--- config.mk ---
export PLATFORM = sky130hd
export DESIGN_NAME = handle_pool_allocator_unit
export DESIGN_NICKNAME = d
export VERILOG_FILES = /design/src/sv/hpa_pkg.sv /design/src/sv/handle_pool_allocator_unit.sv /design/src/sv/hpa_ram.sv /design/src/sv/hpa_fifo.sv /design/src/sv/hpa_front.sv /design/src/sv/hpa_back.sv
export SDC_FILE = /design/constraint.sdc
export NUM_CORES = 2
export LEC_CHECK = 0
export BUFFER_PORTS_ARGS = -buffer_cell sky130_fd_sc_hd__buf_4
export CAP_MARGIN = 20
export CORE_MARGIN = 5
export CORE_UTILIZATION = 63
export CTS_CLUSTER_SIZE = 24
export DETAILED_ROUTE_END_ITERATION = 6
export PLACE_DENSITY = 0.79
export SLEW_MARGIN = 0
export SYNTH_ARGS = -nofsm -noshare
export SYNTH_HDL_FRONTEND = slang
export SYNTH_HIERARCHICAL = 1
export SYNTH_SLANG_ARGS = --single-unit
--- constraint.sdc ---
create_clock -name clk -period 6.45 [get_ports clk]
set_clock_uncertainty 0.05 [all_clocks]
set_input_delay 0.3225 -clock clk [delete_from_list [all_inputs] [get_ports clk]]
set_output_delay 0.3225 -clock clk [all_outputs]
set_load 0.01 [all_outputs]
--- src/sv/hpa_pkg.sv ---
`timescale 1ns / 1ps

package hpa_pkg;

  // default pool size and queue depths
  localparam int POOL_SIZE_DEF = 256;
  localparam int CMD_DEPTH     = 2;
  localparam int OUT_DEPTH     = 4;

  // request opcodes
  localparam logic [1:0] OP_ALLOC   = 2'd0;
  localparam logic [1:0] OP_TRY     = 2'd1;
  localparam logic [1:0] OP_RELEASE = 2'd2;

  // result status codes
  localparam logic [1:0] ST_OK        = 2'd0;
  localparam logic [1:0] ST_NONE      = 2'd1;
  localparam logic [1:0] ST_INVALID   = 2'd2;
  localparam logic [1:0] ST_EXHAUSTED = 2'd3;

  // request word
  typedef struct packed {
    logic [1:0] opcode;
    logic [7:0] handle_in;
  } cmd_t;

  // result word
  typedef struct packed {
    logic [7:0] handle_out;
    logic [1:0] status;
  } rsp_t;

  // request class as decided by the front end
  typedef enum logic [1:0] {
    K_ALLOC,
    K_TRY,
    K_RELEASE,
    K_BAD
  } kind_t;

  // classified request handed to the back end
  typedef struct packed {
    kind_t      kind;
    logic       in_range;
    logic [7:0] handle;
  } cls_t;

endpackage

--- src/sv/handle_pool_allocator_unit.sv ---
`timescale 1ns / 1ps

// Handle pool allocator: hands out object handles from a pool of POOL_SIZE,
// reusing released handles oldest first before issuing fresh ones.
// Request side: a queue write port. A word (opcode, handle_in) is taken on a
// rising edge with push high and full low.
// Result side: a queue read port. While empty is low the oldest result word
// (handle_out, status) is on rsp; it is taken on an edge with pop high.
// Every request gives exactly one result, in request order.
// Path: a fresh issue or an error passes the request queue, the registered
// result and the result queue; a reuse or a release also waits on one
// registered read of the released list or busy flag memory.
// Throughput: one request per cycle for fresh issues and errors while the
// result queue has room; after a reuse or release the next waits on that read.
// If pop stays low the result queue fills, the back end holds, the request
// queue fills and full rises; nothing is dropped.
// Reset clears the list, the issued count and all queues at once; the busy
// flags need no clearing since only issued handles are ever looked up.
module handle_pool_allocator_unit #(
  parameter int POOL_SIZE = hpa_pkg::POOL_SIZE_DEF
) (
  input  logic          clk,
  input  logic          rst,
  input  logic          push,
  output logic          full,
  input  hpa_pkg::cmd_t cmd,
  output logic          empty,
  input  logic          pop,
  output hpa_pkg::rsp_t rsp
);

  import hpa_pkg::*;

  localparam int OLW = $clog2(OUT_DEPTH + 1);

  cls_t           cls;
  logic           cls_avail;
  logic           cls_pop;
  logic [OLW-1:0] out_level;
  logic           out_full;
  logic           res_vld;
  rsp_t           res;

  // accept and classify
  hpa_front #(
    .POOL_SIZE (POOL_SIZE)
  ) u_front (
    .clk       (clk),
    .rst       (rst),
    .push      (push),
    .full      (full),
    .cmd       (cmd),
    .cls_avail (cls_avail),
    .cls       (cls),
    .cls_pop   (cls_pop)
  );

  // execute against the list and busy flags
  hpa_back #(
    .POOL_SIZE (POOL_SIZE),
    .OUT_DEPTH (OUT_DEPTH)
  ) u_back (
    .clk       (clk),
    .rst       (rst),
    .cls_avail (cls_avail),
    .cls       (cls),
    .cls_pop   (cls_pop),
    .out_level (out_level),
    .res_vld   (res_vld),
    .res       (res)
  );

  // result queue
  hpa_fifo #(
    .WIDTH ($bits(rsp_t)),
    .DEPTH (OUT_DEPTH)
  ) u_out_q (
    .clk   (clk),
    .rst   (rst),
    .push  (res_vld),
    .wdata (res),
    .pop   (pop),
    .rdata (rsp),
    .empty (empty),
    .full  (out_full),
    .level (out_level)
  );

  a_no_overrun: assert property (@(posedge clk) disable iff (rst)
    res_vld |-> !out_full)
    else $error("result word pushed into a full queue");

  a_ok_release_zero: assert property (@(posedge clk) disable iff (rst)
    (res_vld && (res.status != ST_OK)) |-> (res.handle_out == 8'd0))
    else $error("error result carries a nonzero handle");

  a_pop_needs_result: assert property (@(posedge clk) disable iff (rst)
    cls_pop |-> cls_avail)
    else $error("back end took a command from an empty queue");

endmodule

--- src/sv/hpa_ram.sv ---
`timescale 1ns / 1ps

module hpa_ram #(
  parameter int WIDTH = 8,
  parameter int DEPTH = 256
) (
  input  logic                     clk,
  input  logic                     we,
  input  logic [$clog2(DEPTH)-1:0] waddr,
  input  logic [WIDTH-1:0]         wdata,
  input  logic                     re,
  input  logic [$clog2(DEPTH)-1:0] raddr,
  output logic [WIDTH-1:0]         rdata
);

  logic [WIDTH-1:0] mem [DEPTH];

  // one write port, one registered read port
  always_ff @(posedge clk) begin
    if (we) begin
      mem[waddr] <= wdata;
    end
    if (re) begin
      rdata <= mem[raddr];
    end
  end

endmodule

--- src/sv/hpa_fifo.sv ---
`timescale 1ns / 1ps

module hpa_fifo #(
  parameter int WIDTH = 8,
  parameter int DEPTH = 2
) (
  input  logic                       clk,
  input  logic                       rst,
  input  logic                       push,
  input  logic [WIDTH-1:0]           wdata,
  input  logic                       pop,
  output logic [WIDTH-1:0]           rdata,
  output logic                       empty,
  output logic                       full,
  output logic [$clog2(DEPTH+1)-1:0] level
);

  localparam int AW = (DEPTH > 1) ? $clog2(DEPTH) : 1;
  localparam int LW = $clog2(DEPTH + 1);

  logic [WIDTH-1:0] mem [DEPTH];
  logic [AW-1:0]    wptr;
  logic [AW-1:0]    rptr;
  logic [LW-1:0]    count;
  logic             do_push;
  logic             do_pop;

  assign empty   = (count == '0);
  assign full    = (count == LW'(DEPTH));
  assign level   = count;
  assign rdata   = mem[rptr];
  assign do_push = push && !full;
  assign do_pop  = pop && !empty;

  // storage, no reset needed
  always_ff @(posedge clk) begin
    if (do_push) begin
      mem[wptr] <= wdata;
    end
  end

  // pointers and fill level
  always_ff @(posedge clk) begin
    if (rst) begin
      wptr  <= '0;
      rptr  <= '0;
      count <= '0;
    end else begin
      if (do_push) begin
        wptr <= (wptr == AW'(DEPTH - 1)) ? '0 : wptr + AW'(1);
      end
      if (do_pop) begin
        rptr <= (rptr == AW'(DEPTH - 1)) ? '0 : rptr + AW'(1);
      end
      if (do_push && !do_pop) begin
        count <= count + LW'(1);
      end else if (do_pop && !do_push) begin
        count <= count - LW'(1);
      end
    end
  end

endmodule

--- src/sv/hpa_front.sv ---
`timescale 1ns / 1ps

module hpa_front #(
  parameter int POOL_SIZE = hpa_pkg::POOL_SIZE_DEF
) (
  input  logic          clk,
  input  logic          rst,
  input  logic          push,
  output logic          full,
  input  hpa_pkg::cmd_t cmd,
  output logic          cls_avail,
  output hpa_pkg::cls_t cls,
  input  logic          cls_pop
);

  import hpa_pkg::*;

  localparam int QLW = $clog2(CMD_DEPTH + 1);

  cls_t           cls_in;
  logic           q_empty;
  logic [QLW-1:0] q_level;

  // decode the opcode and range check the handle
  always_comb begin
    cls_in.handle   = cmd.handle_in;
    cls_in.in_range = (32'(cmd.handle_in) < 32'(POOL_SIZE));
    unique case (cmd.opcode)
      OP_ALLOC:   cls_in.kind = K_ALLOC;
      OP_TRY:     cls_in.kind = K_TRY;
      OP_RELEASE: cls_in.kind = K_RELEASE;
      default:    cls_in.kind = K_BAD;
    endcase
  end

  // short queue toward the back end
  hpa_fifo #(
    .WIDTH ($bits(cls_t)),
    .DEPTH (CMD_DEPTH)
  ) u_cmd_q (
    .clk   (clk),
    .rst   (rst),
    .push  (push),
    .wdata (cls_in),
    .pop   (cls_pop),
    .rdata (cls),
    .empty (q_empty),
    .full  (full),
    .level (q_level)
  );

  assign cls_avail = !q_empty;

  a_level_bound: assert property (@(posedge clk) disable iff (rst)
    q_level <= QLW'(CMD_DEPTH))
    else $error("command queue level out of range");

  a_avail_level: assert property (@(posedge clk) disable iff (rst)
    cls_avail == (q_level != '0))
    else $error("command available flag disagrees with queue level");

  a_full_level: assert property (@(posedge clk) disable iff (rst)
    full == (q_level == QLW'(CMD_DEPTH)))
    else $error("full flag disagrees with queue level");

endmodule

--- src/sv/hpa_back.sv ---
`timescale 1ns / 1ps

module hpa_back #(
  parameter int POOL_SIZE = hpa_pkg::POOL_SIZE_DEF,
  parameter int OUT_DEPTH = hpa_pkg::OUT_DEPTH
) (
  input  logic                           clk,
  input  logic                           rst,
  input  logic                           cls_avail,
  input  hpa_pkg::cls_t                  cls,
  output logic                           cls_pop,
  input  logic [$clog2(OUT_DEPTH+1)-1:0] out_level,
  output logic                           res_vld,
  output hpa_pkg::rsp_t                  res
);

  import hpa_pkg::*;

  localparam int HW  = (POOL_SIZE > 2) ? $clog2(POOL_SIZE) : 1;
  localparam int CW  = $clog2(POOL_SIZE + 1);
  localparam int XW  = (HW > 8) ? HW : 8;
  localparam int OLW = $clog2(OUT_DEPTH + 1) + 1;

  typedef enum logic [1:0] {
    S_IDLE,
    S_POP,
    S_REL
  } state_t;

  state_t        state, state_next;
  logic [HW-1:0] list_head, list_head_next;
  logic [HW-1:0] list_tail, list_tail_next;
  logic [CW-1:0] list_count, list_count_next;
  logic [CW-1:0] issued_count, issued_count_next;
  logic [HW-1:0] rel_addr, rel_addr_next;
  logic          rel_known, rel_known_next;

  logic          start;
  logic          emit_vld;
  rsp_t          emit;

  logic          list_we, list_re;
  logic [HW-1:0] list_waddr, list_raddr, list_wdata, list_rdata;
  logic          busy_we, busy_re, busy_wdata, busy_rdata;
  logic [HW-1:0] busy_waddr, busy_raddr;
  logic [HW-1:0] cls_addr;

  // room for one more result counting the one in flight
  assign start    = (state == S_IDLE) && cls_avail &&
                    ((OLW'(out_level) + OLW'(res_vld)) < OLW'(OUT_DEPTH));
  assign cls_pop  = start;
  assign cls_addr = HW'(XW'(cls.handle));

  // released handle ring
  hpa_ram #(
    .WIDTH (HW),
    .DEPTH (POOL_SIZE)
  ) u_list_ram (
    .clk   (clk),
    .we    (list_we),
    .waddr (list_waddr),
    .wdata (list_wdata),
    .re    (list_re),
    .raddr (list_raddr),
    .rdata (list_rdata)
  );

  // busy flag per handle, only meaningful below issued_count
  hpa_ram #(
    .WIDTH (1),
    .DEPTH (POOL_SIZE)
  ) u_busy_ram (
    .clk   (clk),
    .we    (busy_we),
    .waddr (busy_waddr),
    .wdata (busy_wdata),
    .re    (busy_re),
    .raddr (busy_raddr),
    .rdata (busy_rdata)
  );

  // command execution
  always_comb begin
    state_next        = state;
    list_head_next    = list_head;
    list_tail_next    = list_tail;
    list_count_next   = list_count;
    issued_count_next = issued_count;
    rel_addr_next     = rel_addr;
    rel_known_next    = rel_known;
    emit_vld          = 1'b0;
    emit.handle_out   = '0;
    emit.status       = ST_OK;
    list_we           = 1'b0;
    list_waddr        = list_tail;
    list_wdata        = rel_addr;
    list_re           = 1'b0;
    list_raddr        = list_head;
    busy_we           = 1'b0;
    busy_waddr        = rel_addr;
    busy_wdata        = 1'b0;
    busy_re           = 1'b0;
    busy_raddr        = cls_addr;

    unique case (state)
      S_IDLE: begin
        if (start) begin
          case (cls.kind) inside
            K_ALLOC, K_TRY: begin
              if (list_count != '0) begin
                // reuse: read the oldest released handle
                list_re        = 1'b1;
                list_head_next = (list_head == HW'(POOL_SIZE - 1)) ?
                                 '0 : list_head + HW'(1);
                list_count_next = list_count - CW'(1);
                state_next     = S_POP;
              end else if (cls.kind == K_TRY) begin
                emit_vld    = 1'b1;
                emit.status = ST_NONE;
              end else if (32'(issued_count) >= 32'(POOL_SIZE)) begin
                emit_vld    = 1'b1;
                emit.status = ST_EXHAUSTED;
              end else begin
                // fresh handle
                busy_we           = 1'b1;
                busy_waddr        = issued_count[HW-1:0];
                busy_wdata        = 1'b1;
                issued_count_next = issued_count + CW'(1);
                emit_vld          = 1'b1;
                emit.handle_out   = 8'(XW'(issued_count[HW-1:0]));
              end
            end
            K_RELEASE: begin
              if (!cls.in_range || (32'(list_count) >= 32'(POOL_SIZE))) begin
                emit_vld    = 1'b1;
                emit.status = ST_INVALID;
              end else begin
                busy_re        = 1'b1;
                rel_addr_next  = cls_addr;
                rel_known_next = (32'(cls.handle) < 32'(issued_count));
                state_next     = S_REL;
              end
            end
            default: begin
              emit_vld    = 1'b1;
              emit.status = ST_INVALID;
            end
          endcase
        end
      end
      S_POP: begin
        busy_we         = 1'b1;
        busy_waddr      = list_rdata;
        busy_wdata      = 1'b1;
        emit_vld        = 1'b1;
        emit.handle_out = 8'(XW'(list_rdata));
        state_next      = S_IDLE;
      end
      S_REL: begin
        emit_vld = 1'b1;
        if (rel_known && busy_rdata) begin
          busy_we         = 1'b1;
          list_we         = 1'b1;
          list_tail_next  = (list_tail == HW'(POOL_SIZE - 1)) ?
                            '0 : list_tail + HW'(1);
          list_count_next = list_count + CW'(1);
        end else begin
          emit.status = ST_INVALID;
        end
        state_next = S_IDLE;
      end
      default: begin
        state_next = S_IDLE;
      end
    endcase
  end

  // state and registered result
  always_ff @(posedge clk) begin
    if (rst) begin
      state        <= S_IDLE;
      list_head    <= '0;
      list_tail    <= '0;
      list_count   <= '0;
      issued_count <= '0;
      res_vld      <= 1'b0;
    end else begin
      state        <= state_next;
      list_head    <= list_head_next;
      list_tail    <= list_tail_next;
      list_count   <= list_count_next;
      issued_count <= issued_count_next;
      res_vld      <= emit_vld;
    end
    rel_addr  <= rel_addr_next;
    rel_known <= rel_known_next;
    res       <= emit;
  end

  a_list_bound: assert property (@(posedge clk) disable iff (rst)
    32'(list_count) <= 32'(POOL_SIZE))
    else $error("released list count above pool size");

  a_issued_bound: assert property (@(posedge clk) disable iff (rst)
    32'(issued_count) <= 32'(POOL_SIZE))
    else $error("issued count above pool size");

  a_pop_ok: assert property (@(posedge clk) disable iff (rst)
    (state == S_POP) |=> (res_vld && (res.status == ST_OK)))
    else $error("reuse did not give an ok result");

  a_wait_no_start: assert property (@(posedge clk) disable iff (rst)
    (state != S_IDLE) |-> !cls_pop)
    else $error("command taken while another is in progress");

endmodule

-- After elaboration in Yosys (flattened, before gate mapping)
Memory sizes are Yosys's and may differ from the RTL's. A register that Yosys moved wholly into a read port is not among the register bits.
Cells that the tools add are included.
- bits in registers: 67
- RAM bits: 2364
- input port bits: 14
- output and inout port bits: 12
- logic and storage cells: 177
- memories: 4
- memories (memory ; words ; bits a word ; rd ports ; clocked after memory_dff ; wr ports ; RTL line ; source):
    u_back.u_list_ram.mem ; 256 ; 8 ; 1 ; 1 ; 1 ; hpa_ram.sv:16 ; logic [WIDTH-1:0] mem [DEPTH];
    u_back.u_busy_ram.mem ; 256 ; 1 ; 1 ; 1 ; 1 ; hpa_ram.sv:16 ;
    u_out_q.mem ; 4 ; 10 ; 1 ; 1 ; 1 ; hpa_fifo.sv:21 ; logic [WIDTH-1:0] mem [DEPTH];
    u_front.u_cmd_q.mem ; 2 ; 10 ; 1 ; 1 ; 1 ; hpa_fifo.sv:21 ;
- add/subtract/negate cells: 14
- order comparisons: 4
- eq/ne operators: 18
- mux-type cells: 75
- bitwise gates (word level): 6
- reduce and logical (&&, ||, !) cells: 40
- operators with widths (kind ; number):
    2-to-1 mux 8 bit ; 10
    2-to-1 mux 9 bit ; 4
    2-to-1 mux 1 bit ; 33
    2-to-1 mux 2 bit ; 16
    one-hot mux 8 bit (2 select lines) ; 2
    2-to-1 mux 10 bit ; 2
    adder 9 x 1 -> 9 bit, second input constant ; 2
    greater-or-equal comparator 9 bit, second input constant ; 2
    one-hot mux 9 bit (2 select lines) ; 1
    adder 8 x 1 -> 8 bit, second input constant ; 2
    == test 8 bit, second input constant ; 2
    == test 2 bit, second input constant ; 6
    logical AND 1 bit ; 11
    AND reduction 5 bit ; 2
    less-than comparator 8 x 9 -> 1 bit ; 1
    nonzero test 9 bit ; 1
    subtractor 9 x 1 -> 9 bit, second input constant ; 1
    zero test 1 bit ; 8
    zero test 2 bit ; 4
    inequality test 2 bit, second input constant ; 4
    AND reduction 4 bit ; 2
    nonzero test 2 bit ; 4
    adder 2 x 1 -> 2 bit, second input constant ; 3
    == test 2 x 1 -> 1 bit, second input constant ; 3
    other kinds (20) ; 31

-- Depth between registers and ports, before layout
- word-level depth: 9
- gate-level depth with buffers: 13
- gate-level depth less buffers: 12

-- Cells and area by module
The synthesis kept the hierarchy.
- modules (own cells, without submodules) (module ; instances ; cells an instance ; area an instance (sq um) ; seq. area each (sq um)):
    hpa_ram at u_back.u_list_ram ; 1 ; 3733 ; 79636.4 ; 61739.2
    hpa_ram at u_back.u_busy_ram ; 1 ; 788 ; 11138.2 ; 7717.4
    hpa_back ; 1 ; 303 ; 2830.2 ; 1211.2
    hpa_fifo at u_out_q ; 1 ; 102 ; 1930.6 ; 1381.3
    hpa_fifo at u_front.u_cmd_q ; 1 ; 59 ; 1007.2 ; 760.7
    hpa_front ; 1 ; 4 ; 15.0 ; 0.0

-- Worst setup path before layout
OpenSTA, ideal clock, no wires.
- path kind: flip-flop to flip-flop
- from: register (tool-made name)
- to: memory u_back.u_busy_ram.mem[115], enable pin
- setup time: 301 ps
- data arrival time: 4703 ps
- required time: 6099 ps
- path slack: 1396 ps
- cell stages (with the launch flop): 13
- buffers on the path: 2
- clock period less this slack: 5054 ps
- cell sequence: dfxtp_1 buf_2 mux2_2 nor4bb_1 nand2_1 nor4_4 or2_2 nor2_1 nor2_1 nor3b_1 nand3_1 clkbuf_1 nor2_1
- RTL lines (what ; RTL line):
    end: declaration ; hpa_ram.sv:16

==> impl_metrics.ini <==
[power]
leakagePower_nw = 31.9
power_density_nw_per_um2 = 358
vdd_drop_max_v = 0.000298

[sta]
fin_crit_sh_pct = 75.2
finalSetupViolCount = 0
finalHoldViolCount = 0
slew_violations = 0
fin_tns_setup_ps = 0
max_freq_ghz = 0.206
rsz0062_at_grt = false
worst_pin_slew_ps = 1380
slew_headroom_pct = 7.39
period_minus_slack_ps = 4850

[routing]
vias = 51100
via_per_inst = 7.01
wl_per_cell_um = 31.8
postRouteAntennaNets = 0
drc = 8
wl_um = 232000
first_pass_iters = 7
detail_route.iter0.violations = 8008

[clock_network]
path_clk_slew_ps = 60
cts_setup_buffers = 0
cts_root_buffer = clkbuf_16
clk_path_buf_depth = 3
clock_sinks = 2445
cts_tree = built
htree_levels = 4
cts_made_buffers = 228
ctsHoldBuffers = 14
clk_latency_ps = 860
post_cts_resized = 0

[run_status]
status = finished with violations
failed_checks = DRC

[grt]
grt_start_max_net_pins = 164
grt.overflow.total = 0
antenna_found_initial = 6
grt_pass1_wl_um = 340000
grt_pass1_vias = 50400
gr-usage-all-layers_pct = 28.7

[floorplan]
die_h_um = 401
io_pins = 26
core_um2 = 152000
initial_core_util_pct = 63.5
num_rows = 143
fp.dieArea_um2 = 161000
dieWidth_um = 401

[synthesis]
synth.cell_area_um2 = 96600
async_flop_share_pct = 0
yosys.area.top_type = edfxtp_1
yosys.cell_count.top_type = edfxtp_1
synth_edf_count = 2384
synthFlopType = edfxtp_1
synth_top_area_share_pct = 74.1
yosys_warnings = 6
synth.distinct_cells = 80
netlist_instances = 4989
ys_seq_area_share_pct = 75.4
synth_seq_cells = 2445
synth_area_leaders = edfxtp_1 74%, mux4_2 12%, nor2_1 2.3%, mux2i_1 2.0%, dfxtp_1 1.3%
synth.avg_cell_area_um2 = 19.4
ys_top_cells_by_count = 2384 x edfxtp_1, 597 x nor2_1, 506 x mux4_2

[setup_path]
startpoint_type = flip-flop
crit_type = reg -> reg
worst-path-buf-inv = 2
slowest_delay_ps = 960
worstPathArrival_ps = 5290
worstSetupEndpointType = flip-flop
path_cells = mux2_2 > nor4bb_1 > nand2_1 > nor4_4 > or2_4 > buf_4 > buf_4
path_max_fanout = 129
slowest_stage = buf_4
cp_top_family = buffers and inverters
required_ps = 6900
crit_top_cell = buf_4

[cells_and_area]
final_cell_area_um2 = 106000
multi_input_area_um2 = 21900
nFillCells = 8837
layout-drive-gt1-share_pct = 19.4
area_growth_pct = 9.87
fin_nets = 5104
seq_area_um2 = 72800

[min_path]
hold_start = cmd[5]
hold_class = in -> reg

[placed_design]
dp_hpwl_um = 132000
routabilityCongestion = 0.857
post_dp_cell_area_um2 = 98500
port_buffers = 25

[flow_run]
maxCapViolations = 0
-- worst paths after layout --
check / endpoint / slack [ps] / cells after the start
hold reg to reg: u_out_q/mem[2][4]$_DFFE_PP_ / 430 / 0
setup / recovery: u_back/u_busy_ram/mem[95]$_DFFE_PP_ / 1600 / 7
setup reg to reg: u_back/u_busy_ram/mem[95]$_DFFE_PP_ / 1600 / 7
hold / removal: u_front/u_cmd_q/mem[1][5]$_DFFE_PP_ / 160 / 2
-- placed cells by master (no fill, tap or decap), drive strengths merged, types with 33 or more instances in the layout --
| master | count |
|---|---|
| a21oi | 123 |
| nor2b | 41 |
| clkinv | 122 |
| o22ai | 51 |
| nand3 | 62 |
| clkbuf | 278 |
| inv | 33 |
| nor2 | 598 |
| o221ai | 47 |
| dfxtp | 61 |
| a22oi | 141 |
| nand2 | 75 |
| nor4 | 34 |
| mux4 | 508 |
| buf | 127 |
| edfxtp | 2384 |
| mux2i | 194 |
-- layer usage --
layer | GRT usage [%] | part of all wire (%)
met1 | 40.3 | 35
met2 | 43.9 | 47
met3 | 7.45 | 13
met4 | 12.0 | 4.7
met5 | 0 | 0.015
-- area by class of cell --
| type | instances | area share, % |
|---|---|---|
| multi-input combinational | 2208 | 20.7 |
| tap | 2030 | 2.39 |
| inverter | 35 | 0.129 |
| sequential | 2445 | 68.6 |
| clock buffer | 278 | 5.64 |
| clock inverter | 148 | 1.34 |
| timing repair buffer | 141 | 1.18 |
| antenna | 6 | 0.0142 |
-- logic make-up (layout without fill, tap and decap cells) --
family | count (synthesis) | count (layout) | synth area share [%]
other | 1 | 8 | 0.00388
AND/OR/NAND/NOR | 921 | 921 | 4.21
multiplexers | 715 | 715 | 14.0
flip-flops | 2445 | 2445 | 75.4
XOR/XNOR | 28 | 28 | 0.254
buffers and inverters | 337 | 602 | 1.99
adder cells (fa/ha/maj) | 31 | 31 | 0.417
AO/OA/AOI/OAI | 511 | 511 | 3.70
-- registers in the layout, summed over array words and instances, names as in the netlist, 2 cells and up, named ones only --
register and cells:
u_out_q/mem 40, u_back/res 10, u_back/u_busy_ram/mem 256, u_out_q/rptr 2
u_back/list_head 8, u_back/list_count 9, u_out_q/level 3, u_out_q/wptr 2
u_back/u_list_ram/rdata 8, u_front/u_cmd_q/level 2, u_back/list_wdata 8, u_back/state 2
u_back/u_list_ram/mem 2048, u_back/list_tail 8, u_back/issued_count 9, u_front/u_cmd_q/mem 22
-- per-stage QoR --
step	util, %	worst slack, ps	power, mW	hold slack [ps]	cells
after floorplan	-	1400	23.8	342	4990
after global placement	64.7	1860	24.9	401	6837
after detailed placement	64.7	1700	25.0	416	6841
after CTS	69.7	1650	38.1	105	7281
after global routing	69.7	1260	39.3	135	7285
final	69.8	1600	38.0	164	7291
-- power by group --
group,internal [mW],switching [mW],leakage [nW]
Clock,7.48,5.75,3.62
Sequential,18.1,0.227,22.0
Combinational,2.81,3.64,6.31
Total,28.4,9.62,31.9
(Power assumes the default switching activity.)
